### src/hw/rtl/itrd_pkg.sv
// ----------------------------------------------------------------------------
// itrd_pkg
// Shared types, constants, control store and symbol table for the
// integer-to-radix digit converter.
// ----------------------------------------------------------------------------
package itrd_pkg;

    localparam int VALUE_BITS_DEF = 32;
    localparam int DIV_BITS       = 8;   // quotient bits per divider step
    localparam int RADIX_W        = 7;
    localparam int DIGIT_W        = 6;
    localparam int CHAR_W         = 8;
    localparam int NUMBER_W       = 32;
    localparam logic [RADIX_W-1:0] RADIX_MIN   = 7'd2;
    localparam logic [RADIX_W-1:0] RADIX_LIMIT = 7'd65;
    localparam logic [RADIX_W-1:0] RADIX_BIN   = 7'd2;

    localparam int STEP_W = 4;
    typedef logic [STEP_W-1:0] step_t;

    // program step labels
    localparam step_t STEP_IDLE    = 4'd0;
    localparam step_t STEP_CHK_BAD = 4'd1;
    localparam step_t STEP_CHK_BIN = 4'd2;
    localparam step_t STEP_DIV     = 4'd3;
    localparam step_t STEP_STORE   = 4'd4;
    localparam step_t STEP_PRIME   = 4'd5;
    localparam step_t STEP_EMIT    = 4'd6;
    localparam step_t STEP_RET     = 4'd7;
    localparam step_t STEP_BIN     = 4'd8;
    localparam step_t STEP_RET_BIN = 4'd9;
    localparam step_t STEP_BAD     = 4'd10;

    typedef enum logic [2:0] {
        OP_NOP,
        OP_ACCEPT,
        OP_DIV_STEP,
        OP_STORE,
        OP_PRIME,
        OP_EMIT,
        OP_OUT_BIN,
        OP_OUT_BAD
    } op_t;

    typedef enum logic [2:0] {
        COND_NEVER,
        COND_ALWAYS,
        COND_BAD,
        COND_BIN,
        COND_DIV_MORE,
        COND_QUO_NZ,
        COND_EMIT_MORE,
        COND_BIN_MORE
    } cond_t;

    typedef struct packed {
        op_t   op;
        cond_t cond;
        step_t target;
    } ucode_t;

    // control store: jump to target when cond holds, else fall through
    function automatic ucode_t ucode_rom(input step_t step);
        ucode_t w;
        unique case (step)
            STEP_IDLE:    w = '{OP_ACCEPT,   COND_ALWAYS,    STEP_CHK_BAD};
            STEP_CHK_BAD: w = '{OP_NOP,      COND_BAD,       STEP_BAD};
            STEP_CHK_BIN: w = '{OP_NOP,      COND_BIN,       STEP_BIN};
            STEP_DIV:     w = '{OP_DIV_STEP, COND_DIV_MORE,  STEP_DIV};
            STEP_STORE:   w = '{OP_STORE,    COND_QUO_NZ,    STEP_DIV};
            STEP_PRIME:   w = '{OP_PRIME,    COND_NEVER,     STEP_IDLE};
            STEP_EMIT:    w = '{OP_EMIT,     COND_EMIT_MORE, STEP_EMIT};
            STEP_RET:     w = '{OP_NOP,      COND_ALWAYS,    STEP_IDLE};
            STEP_BIN:     w = '{OP_OUT_BIN,  COND_BIN_MORE,  STEP_BIN};
            STEP_RET_BIN: w = '{OP_NOP,      COND_ALWAYS,    STEP_IDLE};
            STEP_BAD:     w = '{OP_OUT_BAD,  COND_ALWAYS,    STEP_IDLE};
            default:      w = '{OP_NOP,      COND_ALWAYS,    STEP_IDLE};
        endcase
        return w;
    endfunction

    // 0-9, A-Z, a-z, '+', '/'
    function automatic logic [CHAR_W-1:0] sym_char(input logic [DIGIT_W-1:0] d);
        logic [CHAR_W-1:0] c;
        if (d < 6'd10)
            c = 8'h30 + CHAR_W'(d);
        else if (d < 6'd36)
            c = 8'h41 + CHAR_W'(d - 6'd10);
        else if (d < 6'd62)
            c = 8'h61 + CHAR_W'(d - 6'd36);
        else if (d == 6'd62)
            c = 8'h2B;
        else
            c = 8'h2F;
        return c;
    endfunction

endpackage

### src/hw/rtl/integer_to_radix_digits_top.sv
// ----------------------------------------------------------------------------
// integer_to_radix_digits_top
// Converts an unsigned value to its digits in a base from 2 to 64, most
// significant digit first, one output item per digit.
// ----------------------------------------------------------------------------
// Usage:
//   s_* channel: one item = number (s_tdata[31:0]) and radix (s_tdata[38:32]).
//   m_* channel: one item per digit; tdata = digit value and ASCII symbol,
//   tlast on the final digit, tuser = bad radix flag (single item, digit 0).
//   Base 2 gives VALUE_BITS digits with leading zeros; other bases give the
//   fewest digits (zero gives "0").
// Timing:
//   One item is converted at a time; s_tready is high only in the idle step.
//   Each digit of base b takes D = ceil(VALUE_BITS/8) divider steps (8
//   quotient bits per cycle through a single shared restoring divider).
//   Digits are sent one per cycle while the receiver takes them.
// Reset:
//   rst_n clears the step counter, the digit count and the output valid.
// Stall:
//   When m_tready is low while an item is held, the output register holds and
//   the sequencer waits on its emit, binary or bad radix output step; no digit is lost or repeated.
// ----------------------------------------------------------------------------
module integer_to_radix_digits_top #(
    parameter int VALUE_BITS = itrd_pkg::VALUE_BITS_DEF
) (
    input  logic        clk,
    input  logic        rst_n,
    input  logic        s_tvalid,
    output logic        s_tready,
    input  logic [39:0] s_tdata,   // [31:0] number, [38:32] radix, [39] zero
    output logic        m_tvalid,
    input  logic        m_tready,
    output logic [15:0] m_tdata,   // [5:0] digit_value, [13:6] digit_char, [15:14] zero
    output logic        m_tlast,
    output logic        m_tuser    // [0] bad_radix
);
    import itrd_pkg::*;

    localparam int DIV_ITERS = (VALUE_BITS + DIV_BITS - 1) / DIV_BITS;
    localparam int DIV_W     = DIV_ITERS * DIV_BITS;
    localparam int ITER_W    = (DIV_ITERS > 1) ? $clog2(DIV_ITERS) : 1;
    localparam int CNT_W     = $clog2(VALUE_BITS + 1);
    localparam int ADDR_W    = $clog2(VALUE_BITS);

    // sequencer
    step_t  upc_reg, upc_next;
    ucode_t uw;
    logic   stall;
    logic   cond_true;

    // datapath
    logic [DIV_W-1:0]   div_reg;
    logic [DIGIT_W-1:0] rem_reg;
    logic [RADIX_W-1:0] radix_reg;
    logic [ITER_W-1:0]  iter_reg;
    logic [CNT_W-1:0]   count_reg;
    logic [ADDR_W-1:0]  ptr_reg;
    logic [DIGIT_W-1:0] rd_reg;
    logic [DIGIT_W-1:0] store_mem [VALUE_BITS];

    logic               out_valid_reg;
    logic [DIGIT_W-1:0] out_digit_reg;
    logic [CHAR_W-1:0]  out_char_reg;
    logic               out_last_reg;
    logic               out_bad_reg;

    logic               out_free;
    logic               out_load;
    logic               fire;
    logic [DIV_W-1:0]   num_ext;
    logic [DIV_W-1:0]   num_masked;
    logic [DIV_BITS-1:0] quo_byte;
    logic [DIGIT_W-1:0] rem_div;
    logic [CNT_W-1:0]   cnt_dec;
    logic [ADDR_W-1:0]  rd_addr;
    logic               rd_en;
    logic               radix_bad;

    assign uw        = ucode_rom(upc_reg);
    assign out_free  = !out_valid_reg || m_tready;
    assign cnt_dec   = count_reg - CNT_W'(1);
    assign radix_bad = (radix_reg < RADIX_MIN) || (radix_reg >= RADIX_LIMIT);

    assign s_tready = (uw.op == OP_ACCEPT);
    assign m_tvalid = out_valid_reg;
    assign m_tdata  = {2'b00, out_char_reg, out_digit_reg};
    assign m_tlast  = out_last_reg;
    assign m_tuser  = out_bad_reg;

    // bits of number above VALUE_BITS are dropped
    assign num_ext = DIV_W'(s_tdata[NUMBER_W-1:0]);
    always_comb
    begin
        for (int i = 0; i < DIV_W; i++)
        begin
            num_masked[i] = (i < VALUE_BITS) ? num_ext[i] : 1'b0;
        end
    end

    // one divider step: DIV_BITS restoring iterations on a 7-bit remainder
    always_comb
    begin
        logic [RADIX_W-1:0]  r;
        logic [DIV_BITS-1:0] b;
        r = {1'b0, rem_reg};
        b = div_reg[DIV_W-1 -: DIV_BITS];
        quo_byte = '0;
        for (int i = DIV_BITS - 1; i >= 0; i--)
        begin
            r = {r[RADIX_W-2:0], b[i]};
            if (r >= radix_reg)
            begin
                r = r - radix_reg;
                quo_byte[i] = 1'b1;
            end
        end
        rem_div = r[DIGIT_W-1:0];
    end

    always_comb
    begin
        unique case (uw.op)
            OP_ACCEPT:                       stall = !s_tvalid;
            OP_EMIT, OP_OUT_BIN, OP_OUT_BAD: stall = !out_free;
            default:                         stall = 1'b0;
        endcase
    end

    assign fire     = !stall;
    assign out_load = fire && ((uw.op == OP_EMIT) || (uw.op == OP_OUT_BIN) ||
                               (uw.op == OP_OUT_BAD));

    always_comb
    begin
        unique case (uw.cond)
            COND_NEVER:     cond_true = 1'b0;
            COND_ALWAYS:    cond_true = 1'b1;
            COND_BAD:       cond_true = radix_bad;
            COND_BIN:       cond_true = (radix_reg == RADIX_BIN);
            COND_DIV_MORE:  cond_true = (iter_reg != ITER_W'(DIV_ITERS - 1));
            COND_QUO_NZ:    cond_true = (div_reg != '0);
            COND_EMIT_MORE: cond_true = (count_reg != CNT_W'(1));
            COND_BIN_MORE:  cond_true = (count_reg != CNT_W'(VALUE_BITS - 1));
            default:        cond_true = 1'b0;
        endcase
    end

    always_comb
    begin
        if (stall)
            upc_next = upc_reg;
        else if (cond_true)
            upc_next = uw.target;
        else
            upc_next = upc_reg + step_t'(1);
    end

    always_ff @(posedge clk or negedge rst_n)
    begin
        if (!rst_n)
        begin
            upc_reg       <= STEP_IDLE;
            count_reg     <= '0;
            out_valid_reg <= 1'b0;
        end
        else
        begin
            upc_reg <= upc_next;
            if (out_load)
                out_valid_reg <= 1'b1;
            else if (m_tready)
                out_valid_reg <= 1'b0;
            if (fire)
            begin
                unique case (uw.op)
                    OP_ACCEPT:  count_reg <= '0;
                    OP_STORE:   count_reg <= count_reg + CNT_W'(1);
                    OP_EMIT:    count_reg <= cnt_dec;
                    OP_OUT_BIN: count_reg <= count_reg + CNT_W'(1);
                    default:    count_reg <= count_reg;
                endcase
            end
        end
    end

    // payload registers
    always_ff @(posedge clk)
    begin
        if (fire)
        begin
            unique case (uw.op)
                OP_ACCEPT:
                begin
                    div_reg   <= num_masked;
                    radix_reg <= s_tdata[NUMBER_W +: RADIX_W];
                    rem_reg   <= '0;
                    iter_reg  <= '0;
                end
                OP_DIV_STEP:
                begin
                    // quotient byte enters at the bottom as the dividend shifts up
                    div_reg  <= DIV_W'({div_reg, quo_byte});
                    rem_reg  <= rem_div;
                    iter_reg <= iter_reg + ITER_W'(1);
                end
                OP_STORE:
                begin
                    rem_reg  <= '0;
                    iter_reg <= '0;
                end
                OP_PRIME:
                begin
                    ptr_reg <= cnt_dec[ADDR_W-1:0] - ADDR_W'(1);
                end
                OP_EMIT:
                begin
                    out_digit_reg <= rd_reg;
                    out_char_reg  <= sym_char(rd_reg);
                    out_last_reg  <= (count_reg == CNT_W'(1));
                    out_bad_reg   <= 1'b0;
                    ptr_reg       <= ptr_reg - ADDR_W'(1);
                end
                OP_OUT_BIN:
                begin
                    out_digit_reg <= DIGIT_W'(div_reg[VALUE_BITS-1]);
                    out_char_reg  <= sym_char(DIGIT_W'(div_reg[VALUE_BITS-1]));
                    out_last_reg  <= (count_reg == CNT_W'(VALUE_BITS - 1));
                    out_bad_reg   <= 1'b0;
                    div_reg       <= {div_reg[DIV_W-2:0], 1'b0};
                end
                OP_OUT_BAD:
                begin
                    out_digit_reg <= '0;
                    out_char_reg  <= '0;
                    out_last_reg  <= 1'b1;
                    out_bad_reg   <= 1'b1;
                end
                default:
                begin
                end
            endcase
        end
    end

    // digit store: written least significant first, read back in reverse
    assign rd_addr = (uw.op == OP_PRIME) ? cnt_dec[ADDR_W-1:0] : ptr_reg;
    assign rd_en   = (uw.op == OP_PRIME) || ((uw.op == OP_EMIT) && fire);

    always_ff @(posedge clk)
    begin
        if (uw.op == OP_STORE)
            store_mem[count_reg[ADDR_W-1:0]] <= rem_reg;
        if (rd_en)
            rd_reg <= store_mem[rd_addr];
    end

    // ------------------------------------------------------------------
    a_accept_then_check: assert property (@(posedge clk) disable iff (!rst_n)
        (s_tvalid && s_tready) |=> (upc_reg == STEP_CHK_BAD))
        else $error("accept not followed by radix check");

    a_rem_below_radix: assert property (@(posedge clk) disable iff (!rst_n)
        (upc_reg == STEP_DIV) |-> ({1'b0, rem_reg} < radix_reg))
        else $error("remainder not below radix");

    a_count_bound: assert property (@(posedge clk) disable iff (!rst_n)
        count_reg <= CNT_W'(VALUE_BITS))
        else $error("digit count out of range");

    a_bad_item_form: assert property (@(posedge clk) disable iff (!rst_n)
        (m_tvalid && m_tuser) |-> (m_tlast && (m_tdata == '0)))
        else $error("bad radix item malformed");

endmodule

### config.mk
export PLATFORM = sky130hd
export DESIGN_NAME = integer_to_radix_digits_top
export DESIGN_NICKNAME = d
export VERILOG_FILES = /design/src/hw/rtl/itrd_pkg.sv /design/src/hw/rtl/integer_to_radix_digits_top.sv
export SDC_FILE = /design/constraint.sdc
export NUM_CORES = 1
export LEC_CHECK = 0
export ABC_AREA = 1
export BUFFER_PORTS_ARGS = -buffer_cell sky130_fd_sc_hd__buf_2
export CAP_MARGIN = 10
export CORE_MARGIN = 4
export CORE_UTILIZATION = 45
export CTS_BUF_LIST = sky130_fd_sc_hd__clkbuf_16
export CTS_CLUSTER_DIAMETER = 50
export CTS_CLUSTER_SIZE = 14
export DETAILED_ROUTE_END_ITERATION = 6
export GPL_TIMING_DRIVEN = 1
export PLACE_DENSITY_LB_ADDON = 0.12
export SLEW_MARGIN = 20
export SYNTH_ARGS = -nofsm -noshare
export SYNTH_HDL_FRONTEND = slang
export SYNTH_SLANG_ARGS = --single-unit
### constraint.sdc
create_clock -name clk -period 13.3 [get_ports clk]
set_clock_uncertainty 0.05 [all_clocks]
set_input_delay 0.665 -clock clk [delete_from_list [all_inputs] [get_ports clk]]
set_output_delay 0.665 -clock clk [all_outputs]
set_load 0.02 [all_outputs]
**Yosys cells after proc, flatten, opt, wreduce, memory -nomap -nowiden**

Memory sizes are Yosys's and may differ from the RTL's. A register that Yosys moved wholly into a read port is not among the register bits.
Index checks and enable logic that the tools add are counted.

- Register bits: 79
- Bits in writable memories: 192
- Memory bits (read-only): 160
- Bits of input ports: 44
- Output and inout port bits: 20
- Logic and storage cells: 137
- Memories: 2

Memory list:

| memory | depth | width | read ports | clocked after memory_dff | wr ports | line | RTL |
|---|---|---|---|---|---|---|---|
| store_mem | 32 | 6 | 1 | 1 | 1 | integer_to_radix_digits_top.sv:59 | `logic [DIGIT_W-1:0] store_mem [VALUE_BITS];` |
| (name not given) | 16 | 10 | 1 | 0 | 0 | itrd_pkg.sv:65 | `unique case (step)` |

- Add/sub/neg operators: 20
- $lt $le $gt $ge: 13
- Equality and inequality tests: 21
- Muxes and demuxes: 37
- Bitwise operators: 1
- Reduce and logical (&&, ||, !) cells: 31

Operator list:

| kind | number |
|---|---|
| one-hot mux 32 bit (3 select lines) | 1 |
| >= comparator 7 bit | 8 |
| 2-to-1 mux 6 bit | 8 |
| subtractor 6 bit | 8 |
| one-hot mux 6 bit (3 select lines) | 2 |
| nonzero test 32 bit | 1 |
| == test 3 bit, second input constant | 8 |
| 2-to-1 mux 8 bit | 3 |
| one-hot mux 8 bit (3 select lines) | 1 |
| adder 7 x 8 -> 8 bit, first input constant | 2 |
| AND reduction 2 bit | 7 |
| == test 3 x 2 -> 1 bit, second input constant | 4 |
| less-than comparator 6 bit, second input constant | 2 |
| 2-to-1 mux 1 bit | 12 |
| one-hot mux 6 bit (2 select lines) | 1 |
| one-hot mux 5 bit (2 select lines) | 1 |
| subtractor 5 x 1 -> 5 bit, second input constant | 2 |
| nonzero test 3 bit | 3 |
| one-hot mux 1 bit (8 select lines) | 1 |
| nonzero test 2 bit | 4 |
| adder 6 x 1 -> 7 bit, first input constant | 1 |
| adder 6 x 6 -> 7 bit, first input constant | 1 |
| == test 7 x 2 -> 1 bit, second input constant | 1 |
| >= comparator 7 bit, second input constant | 1 |
| other kinds (28) | 40 |

**Logic depth before layout (Yosys ltp)**

Gate-level depths: netlist of run 1.

- Word-level depth: 17
- Depth in mapped cells: 69
- Depth with buffers taken out: 69

**Least setup slack after synthesis of run 1**

No wires, ideal clock.

- Kind: flip-flop to flip-flop
- From: reg radix_reg[1]
- To: reg rem_reg[1], data pin
- Setup time: 0.256 ns
- Arrival time: 10.805 ns
- Data required time: 12.994 ns
- Path slack: 2.189 ns
- Stages on the path, launching flop included: 67
- Buffers on the path: 0
- Period minus slack after synthesis: 11.111 ns
- Cells stage by stage: edfxtp_1 -> inv_1 -> ha_1 -> nand2_1 -> o21ai_0 -> o21ai_0 -> nand2_2 -> nand2_1 -> nand2_1 -> inv_1 -> ha_1 -> nand2_1 -> o21ai_0 -> o21ai_0 -> nand2_1 -> inv_2 -> nand3_1 -> nand2_1 -> (+31 left out) -> inv_1 -> nor2_1 -> o21ai_0 -> nand2_1 -> nand4_1 -> nand3_1 -> inv_1 -> or2_2 -> nand2_1 -> ha_1 -> nand3_1 -> nand2_1 -> nand4_1 -> nand3_1 -> inv_1 -> o21a_1 -> o21ai_0 -> inv_1

- Cells in the longest elaborated chain, start to end: 17
- Elaborated cells on any way between the ends: 25
- Classes of those cells: add/sub: 8; order compare: 8; mux: 9

RTL lines:

| what | line | RTL |
|---|---|---|
| from (decl) | integer_to_radix_digits_top.sv:54 | `logic [RADIX_W-1:0] radix_reg;` |
| from (signal assigned) | integer_to_radix_digits_top.sv:195 | `radix_reg <= s_tdata[NUMBER_W +: RADIX_W];` |
| subtractor 6 bit or >= comparator 7 bit (tied branches) | integer_to_radix_digits_top.sv:113, integer_to_radix_digits_top.sv:111 |  |
| 2-to-1 mux 6 bit | integer_to_radix_digits_top.sv:111 | `if (r >= radix_reg)` |
| subtractor 6 bit or >= comparator 7 bit (tied branches) | integer_to_radix_digits_top.sv:113, integer_to_radix_digits_top.sv:111 |  |
| 2-to-1 mux 6 bit | integer_to_radix_digits_top.sv:111 |  |
| subtractor 6 bit or >= comparator 7 bit (tied branches) | integer_to_radix_digits_top.sv:113, integer_to_radix_digits_top.sv:111 |  |
| 2-to-1 mux 6 bit | integer_to_radix_digits_top.sv:111 |  |
| subtractor 6 bit or >= comparator 7 bit (tied branches) | integer_to_radix_digits_top.sv:113, integer_to_radix_digits_top.sv:111 |  |
| 2-to-1 mux 6 bit | integer_to_radix_digits_top.sv:111 |  |
| subtractor 6 bit or >= comparator 7 bit (tied branches) | integer_to_radix_digits_top.sv:113, integer_to_radix_digits_top.sv:111 |  |
| 2-to-1 mux 6 bit | integer_to_radix_digits_top.sv:111 |  |
| >= comparator 7 bit or subtractor 6 bit (tied branches) | integer_to_radix_digits_top.sv:111, integer_to_radix_digits_top.sv:113 |  |
| 2-to-1 mux 6 bit | integer_to_radix_digits_top.sv:111 |  |
| >= comparator 7 bit or subtractor 6 bit (tied branches) | integer_to_radix_digits_top.sv:111, integer_to_radix_digits_top.sv:113 |  |
| 2-to-1 mux 6 bit | integer_to_radix_digits_top.sv:111 |  |
| subtractor 6 bit or >= comparator 7 bit (tied branches) | integer_to_radix_digits_top.sv:113, integer_to_radix_digits_top.sv:111 |  |
| 2-to-1 mux 6 bit (*) | integer_to_radix_digits_top.sv:111 |  |
| one-hot mux 6 bit (2 select lines) (*) | integer_to_radix_digits_top.sv:191 | `unique case (uw.op)` |
| to (signal assigned) | integer_to_radix_digits_top.sv:203 | `rem_reg <= rem_div;` |
| to (decl) | integer_to_radix_digits_top.sv:53 | `logic [DIGIT_W-1:0] rem_reg;` |

Every way passes the cells marked *; elsewhere a longest branch is shown, timed or not.
A chain may end at the register's enable or synchronous reset.

**Worst setup path in the final report of run 1**

- From: reg rem_reg[0]
- To: reg rem_reg[5], data pin

- Cells in the longest elaborated chain, start to end: 17
- Elaborated cells on any way between the ends: 25
- Classes of those cells: add/sub: 8; order compare: 8; mux: 9

RTL lines:

| what | line |
|---|---|
| subtractor 6 bit or >= comparator 7 bit (tied branches) | integer_to_radix_digits_top.sv:113, integer_to_radix_digits_top.sv:111 |
| 2-to-1 mux 6 bit (*) | integer_to_radix_digits_top.sv:111 |
| subtractor 6 bit or >= comparator 7 bit (tied branches) | integer_to_radix_digits_top.sv:113, integer_to_radix_digits_top.sv:111 |
| 2-to-1 mux 6 bit (*) | integer_to_radix_digits_top.sv:111 |
| subtractor 6 bit or >= comparator 7 bit (tied branches) | integer_to_radix_digits_top.sv:113, integer_to_radix_digits_top.sv:111 |
| 2-to-1 mux 6 bit (*) | integer_to_radix_digits_top.sv:111 |
| subtractor 6 bit or >= comparator 7 bit (tied branches) | integer_to_radix_digits_top.sv:113, integer_to_radix_digits_top.sv:111 |
| 2-to-1 mux 6 bit (*) | integer_to_radix_digits_top.sv:111 |
| subtractor 6 bit or >= comparator 7 bit (tied branches) | integer_to_radix_digits_top.sv:113, integer_to_radix_digits_top.sv:111 |
| 2-to-1 mux 6 bit (*) | integer_to_radix_digits_top.sv:111 |
| >= comparator 7 bit or subtractor 6 bit (tied branches) | integer_to_radix_digits_top.sv:111, integer_to_radix_digits_top.sv:113 |
| 2-to-1 mux 6 bit (*) | integer_to_radix_digits_top.sv:111 |
| subtractor 6 bit or >= comparator 7 bit (tied branches) | integer_to_radix_digits_top.sv:113, integer_to_radix_digits_top.sv:111 |
| 2-to-1 mux 6 bit (*) | integer_to_radix_digits_top.sv:111 |
| subtractor 6 bit or >= comparator 7 bit (tied branches) | integer_to_radix_digits_top.sv:113, integer_to_radix_digits_top.sv:111 |
| 2-to-1 mux 6 bit (*) | integer_to_radix_digits_top.sv:111 |
| one-hot mux 6 bit (2 select lines) (*) | integer_to_radix_digits_top.sv:191 |

Marks and branches as above.

==> flow_summary.rst, run 1 <==
.. list-table::
   :header-rows: 1

   * - Metric
     - Value
   * - Status
     - finished, final reports clean
   * - Area of the mapped netlist
     - 0.01623 mm2
   * - Total global-route track usage
     - 0.2079
   * - Flop-to-flop setup slack
     - 1.29 ns
   * - Number of buffers inserted by port buffering
     - 60
   * - Worst setup path category
     - flip-flop to flip-flop
   * - Worst stage delay on the critical path
     - between 0.4 and 0.5 ns
   * - Proportion of synthesized flip-flops having asynchronous set or reset
     - 0.03971
   * - Synthesis-stage register bit count
     - 277
   * - Arr. time, crit path
     - around 12 ns
   * - Ys flop type
     - edfxtp_1
   * - Fin nets
     - 2007
   * - Floorplan Core Area
     - 0.03557 mm2
   * - Worst setup EP type
     - flip-flop
   * - Final ANT Viol Nets
     - 0
   * - Startpoint of the lowest-slack register-to-register path
     - rem_reg[0]
   * - Vias after detailed routing
     - 12350
   * - Worst reg-to-reg path cell count
     - 62
   * - HPWL after DPL
     - 27.14 mm
   * - Per-cell via count in the routed design
     - 5.219
   * - Max-cap violations
     - 0
   * - Antenna diode instance count
     - 0
   * - Yosys top cell area share
     - 0.4923
   * - Final WL
     - 40.47 mm
   * - Post-route design area
     - between 0.015 and 0.02 mm2
   * - Via count of the first global-routing pass
     - approximately 12000
   * - Placer Congestion
     - 0.8994
   * - Total Negative Setup Slacks
     - 0 ns
   * - Largest family of logic cells by synthesized area
     - simple AND/OR/NAND/NOR gates
   * - RSZ-0062 raised after global routing
     - false
   * - CTS H-Tree Depth
     - 2
   * - Worst Setup SP
     - rem_reg[0]
   * - Mean instance size in the synthesized netlist
     - 8.955 um2
   * - Inserted Clock Buffers
     - 37
   * - Number of synthesized flops with an enable pin
     - ~270
   * - Num ports
     - 64
   * - Effective utilization at floorplan
     - 0.4562
   * - Die area
     - 0.03916 mm2
   * - Clock root buffer master
     - clkbuf_16
   * - Biggest area consumer among synthesized cells
     - edfxtp_1
   * - Worst skew pair latency
     - 0.53 ns
   * - Area growth from synthesis to final layout
     - 12.20%
   * - Fin crit period
     - ~12 ns
   * - Simple-gate portion of the synthesized area
     - 0.2292
   * - First-pass DRT Iterations
     - 6
   * - Final-report setup violation count
     - 0
   * - Crit-path max FO
     - 33
   * - Actual slew at the worst max-slew pin
     - 1.056 ns
   * - Final max-slew violation count
     - 0
   * - Largest cells by area after synthesis
     - edfxtp_1 49%, nand3_1 8.6%, nand2_1 8.6%, inv_1 7.7%, ha_1 6.1%
   * - Die extent in x
     - approximately 200 um
   * - CP max stage cell
     - fa_1
   * - Average detailed-routed wire length per instance
     - 17.11 um
   * - Clock slew at the register clock pins of the worst setup and hold paths
     - approximately 0.060 ns
   * - Number of cells produced by synthesis
     - 1812
   * - End point of the critical path
     - rem_reg[5]
   * - DIE HEIGHT
     - 197.9 um
   * - Max-Slew Margin vs Limit
     - 0.2942
   * - Post-route DRC violation count
     - 0
   * - Count of cell types in the netlist
     - between 50 and 60
   * - CP Data Required Time
     - 13.54 ns
   * - Synthesis Warnings
     - 0
   * - Ratio of final minimum period to clock period
     - 0.9028
   * - Clock Sink Count
     - 277
   * - Global-route wire length before repair
     - 64.52 mm
   * - Gr ovfl total
     - 0
   * - Commonest cells in the synthesized netlist
     - 372 x nand2_1, 331 x inv_1, 280 x nand3_1
   * - Cell repeated most along the worst path
     - nand2_1
   * - 1st-iter DRT viols
     - 860
   * - Sequential share of the synthesized area
     - 0.5092
   * - Initial antenna violation count
     - 0
   * - Xor and xnor fraction of the mapped netlist area
     - 0.02321
   * - Largest net degree at the start of global routing
     - 85
   * - Total placed instance area
     - 0.01696 mm2
   * - Flip-flop count of the largest register after layout
     - 192
   * - Fraction of final layout cells sized beyond drive strength 1
     - 0.1029
   * - Maximum count of clock buffers along a single path
     - 3
   * - End of the worst register-to-register path
     - rem_reg[5]
   * - Post-synthesis compound-gate area fraction
     - 0.06762
   * - Placement row count
     - between 60 and 70
   * - TritonCTS clock tree
     - done
   * - Element type at the critical path start
     - flip-flop
   * - Hold Violations, Final
     - 0
   * - Leading cell type by number of instances after synthesis
     - nand2_1
   * - Post-synthesis mux area share
     - 0
   * - Synth Area in Adders
     - 0.07078
   * - Worst hold-check path type
     - input pin to flip-flop
   * - Highest clock frequency the design can meet
     - 83.28 MHz
## cell families (layout without fill, tap and decap cells)
family | Yosys count | after routing
compound gates | 177 | 177
xor+xnor | 43 | 43
fa+ha+maj | 87 | 87
buf+inv | 402 | 494
flops | 277 | 277
other cells | 1 | 2
simple gates | 825 | 825
## through the flow
step                      hold slack (ns)  cells  worst slack, ns  utilization
after floorplan                    0.3194   1813            2.189            -
after global placement             0.4619   2297           0.7768       0.4768
after detailed placement           0.4694   2297           0.5165       0.4768
after CTS                          0.2546   2366           0.5005       0.5114
after global routing               0.2575   2366          0.06464       0.5119
final                              0.2729   2366            1.293       0.5119
## cell usage in the layout, fill, tap and decap left out, types with 13 or more instances in the layout
master / n
nor2_1: 90
a21oi_1: 46
ha_1: 79
o21ai_0: 54
xnor2_1: 20
o21ai_1: 15
nor3_1: 13
edfxtp_1: 266
buf_4: 22
inv_1: 332
o221ai_1: 31
nand3_1: 279
nand2_1: 372
clkbuf_16: 39
buf_2: 60
xor2_1: 23
nand3b_1: 19
## layer usage
layer	vias up	GRT usage	part of all wire
li1	6195	-	-
met1	5816	0.2775	0.44
met5	-	0	0
met4	0	0.05866	0.026
met3	68	0.02722	0.042
met2	268	0.3577	0.49
## layout make-up
type | count | area, um2
Clock inverter | 29 | 244.0
Inverter | 343 | 1294
Tap cell | 461 | 576.8
Multi-Input combinational cell | 1134 | 6377
Timing Repair Buffer | 83 | 475.5
Fill cell | 3327 | 17360
Sequential cell | 277 | 8263
Clock buffer | 39 | 975.9
## repair_timing
item | in CTS | in global routing
hold buffers | 1 | 0
gates resized for setup | 0 | 11
setup buffers | 0 | 0
endpoints found under the setup margin | 0 | 7
hold endpoints to repair | 11 | 0
## worst max-delay path, delay by kind of cell (launching register included)
kind	cells	cell delay [ns]
AOI/OAI and AO/OA	14	2.63
xor gates and xnor gates	1	0.17
adders and majority gates	8	2.60
buffers and inverters	12	2.09
DFF	1	0.41
and+or+nand+nor	27	3.80
## worst min path at each step
stage | cells past startpoint | slack (ns) | from | endpoint
6_report | 2 | 0.27 | m_tready | m_tvalid
5_1_grt | 2 | 0.26 | m_tready | m_tvalid
4_1_cts | 2 | 0.25 | m_tready | m_tvalid
3_5_place_dp | 2 | 0.47 | count_reg[5] | count_reg[5]
3_3_place_gp | 2 | 0.46 | count_reg[5] | count_reg[5]
2_1_floorplan | 0 | 0.32 | rst_n | count_reg[0]
Power of run 1 is not shown: default switching activity piles up to over one toggle a cycle in this logic, so the estimate is an artifact.
==> run 2, diff against run 1 <==
Clock period 13.3 ns to 14 ns, I/O delays scaled along.
==> run 2 against run 1 <==
  * Die area is the same
  * Sequential share of layout area rose by 0.15 points
  * Wire length fell by 0.31%
  * First-iteration DRC count shrank 14%
  * Fmax shrank 5.0%
  * Final cell count shrank 0.55%
  * Largest cell class unchanged
==> flow_summary.rst, run 2 (synthesis gave the netlist of run 1 again) <==
.. list-table::
   :header-rows: 1

   * - Metric
     - Value
   * - Fin nets
     - 1997
   * - First-pass DRT Iterations
     - 5
   * - DIE HEIGHT
     - 197.9 um
   * - Flip-flop count of the largest register after layout
     - 192
   * - Status
     - finished, final reports clean
   * - Clock root buffer master
     - clkbuf_16
   * - Final WL
     - just over 40 mm
   * - Post-route design area
     - 0.01815 mm2
   * - Actual slew at the worst max-slew pin
     - 1.040 ns
   * - Worst hold-check path type
     - input pin to asynchronous set/reset pin
   * - Ratio of final minimum period to clock period
     - 0.9028
   * - Total placed instance area
     - about 0.017 mm2
   * - Floorplan Core Area
     - 0.03557 mm2
   * - 1st-iter DRT viols
     - 740
   * - Largest net degree at the start of global routing
     - 85
   * - Fraction of final layout cells sized beyond drive strength 1
     - 0.09672
   * - Maximum count of clock buffers along a single path
     - 3
   * - Highest clock frequency the design can meet
     - 79.12 MHz
   * - Hold Violations, Final
     - 0
   * - Final-report setup violation count
     - 0
   * - TritonCTS clock tree
     - done
   * - Most frequent cells in the layout
     - 372 x nand2_1, 334 x inv_1, 279 x nand3_1
   * - Final ANT Viol Nets
     - 0
   * - Clock Sink Count
     - between 200 and 300
   * - HPWL after DPL
     - 27.21 mm
   * - Total global-route track usage
     - 0.2052
   * - Total Negative Setup Slacks
     - 0 ns
   * - Hold buffer count at cts
     - 0
   * - CTS H-Tree Depth
     - 2
   * - Number of inserted filler cells in the final layout
     - between 3000 and 4000
   * - Antenna diode instance count
     - 0
   * - Die area
     - between 0.03 and 0.04 mm2
   * - Area growth from synthesis to final layout
     - 11.84%
   * - Fin crit period
     - 12.64 ns
   * - Post-route DRC violation count
     - 0
   * - Crit-path max FO
     - 10
   * - CP Data Required Time
     - 14.22 ns
   * - Worst setup path category
     - flip-flop to flip-flop
   * - Max-cap violations
     - 0
   * - Global-route wire length before repair
     - 64.11 mm
   * - Num ports
     - 64
   * - Per-cell via count in the routed design
     - roughly 5.3
   * - Worst setup EP type
     - flip-flop
   * - Commonest non-fill, non-tap cell in the layout
     - nand2_1
   * - Post-route core utilization
     - 0.5102
   * - Element type at the critical path start
     - flip-flop
   * - Effective utilization at floorplan
     - 0.4562
   * - Placement row count
     - 69
   * - Clock slew at the register clock pins of the worst setup and hold paths
     - 0.06 ns
   * - Die extent in x
     - 197.9 um
   * - Via count of the first global-routing pass
     - 12220
   * - Gr ovfl total
     - 0
   * - Worst skew pair latency
     - 0.52 ns
   * - CP max stage cell
     - edfxtp_1
   * - Number of buffers inserted by port buffering
     - 60
   * - Inserted Clock Buffers
     - 35
   * - Vias after detailed routing
     - 12380
   * - Average detailed-routed wire length per instance
     - 17.15 um
   * - Arr. time, crit path
     - 12.86 ns
   * - Cell repeated most along the worst path
     - nand2_1
   * - Final max-slew violation count
     - 0
   * - Max-Slew Margin vs Limit
     - 0.3054
   * - RSZ-0062 raised after global routing
     - false
   * - Placer Congestion
     - around 0.87
   * - Worst stage delay on the critical path
     - 0.46 ns
   * - Initial antenna violation count
     - 0
==> run 2: changes by cell type in the layout (fill, tap and decap cells not counted), moves of 2 or more <==
cell	before	now
clkinv_8	3	1
o21ai_1	15	12
o21ai_0	54	57
inv_1	332	334
clkinv_2	8	5
clkbuf_16	39	36
buf_4	22	15
clkinv_4	7	4
bufinv_16	1	6
==> run 2: what timing repair did <==
item,4_1_cts,5_1_grt
endpoints found under the setup margin,0,7
buffers inserted,0,0
gates resized for setup,0,9
==> run 2: worst paths after layout <==
| check | to | startpoint | cells after the start | slack (ns) |
|---|---|---|---|---|
| max in group asynchronous | upc_reg[3] | rst_n | 1 | 13.62 |
| worst min register to register | count_reg[5] | count_reg[5] | 2 | 0.49 |
| worst max-delay path | rem_reg[5] | radix_reg[6] | 65 | 1.36 |
| worst min-delay path | count_reg[1] | rst_n | 1 | 0.02 |
| min in group clk | radix_reg[2] | s_tdata[34] | 1 | 0.32 |
| worst max register to register | rem_reg[5] | radix_reg[6] | 65 | 1.36 |
==> run 2: worst max-delay path: cells and delay by family, from the launching register on <==
family / cells / cell delay [ns]
adders and majority gates: 8 / 2.54
buffers and inverters: 12 / 1.95
AOI/OAI and AO/OA: 14 / 3.06
and+or+nand+nor: 31 / 4.28
DFF: 1 / 0.46
==> run 2: cell type report <==
type,count,area (um2),share of cell area
Tap cell,461,576.8,0.03178
Inverter,343,1297,0.07150
Multi-Input combinational cell,1134,6377,0.3514
Timing Repair Buffer,75,412.9,0.02275
Sequential cell,277,8263,0.4553
Clock inverter,27,319.1,0.01758
Clock buffer,36,900.9,0.04964
==> run 2: metrics by stage <==
step	cells	setup slack (ns)	hold WS (ns)
floorplan	1813	2.889	0.3544
global placement	2290	1.056	0.4655
detailed placement	2290	0.8158	0.4736
CTS	2353	0.8379	0.01421
global route	2353	0.02228	0.03031
finish	2353	1.360	0.02029
==> run 2: routing by layer <==
| layer | part of all wire | track usage | up-vias |
|---|---|---|---|
| met4 | 0.034 | 0.07345 | 0 |
| met1 | 0.43 | 0.2658 | 5852 |
| met2 | 0.49 | 0.3570 | 287 |
| met3 | 0.042 | 0.02382 | 77 |
| li1 | - | - | 6166 |
| met5 | 0 | 0 | - |
Power of run 2 is left out for the same reason.
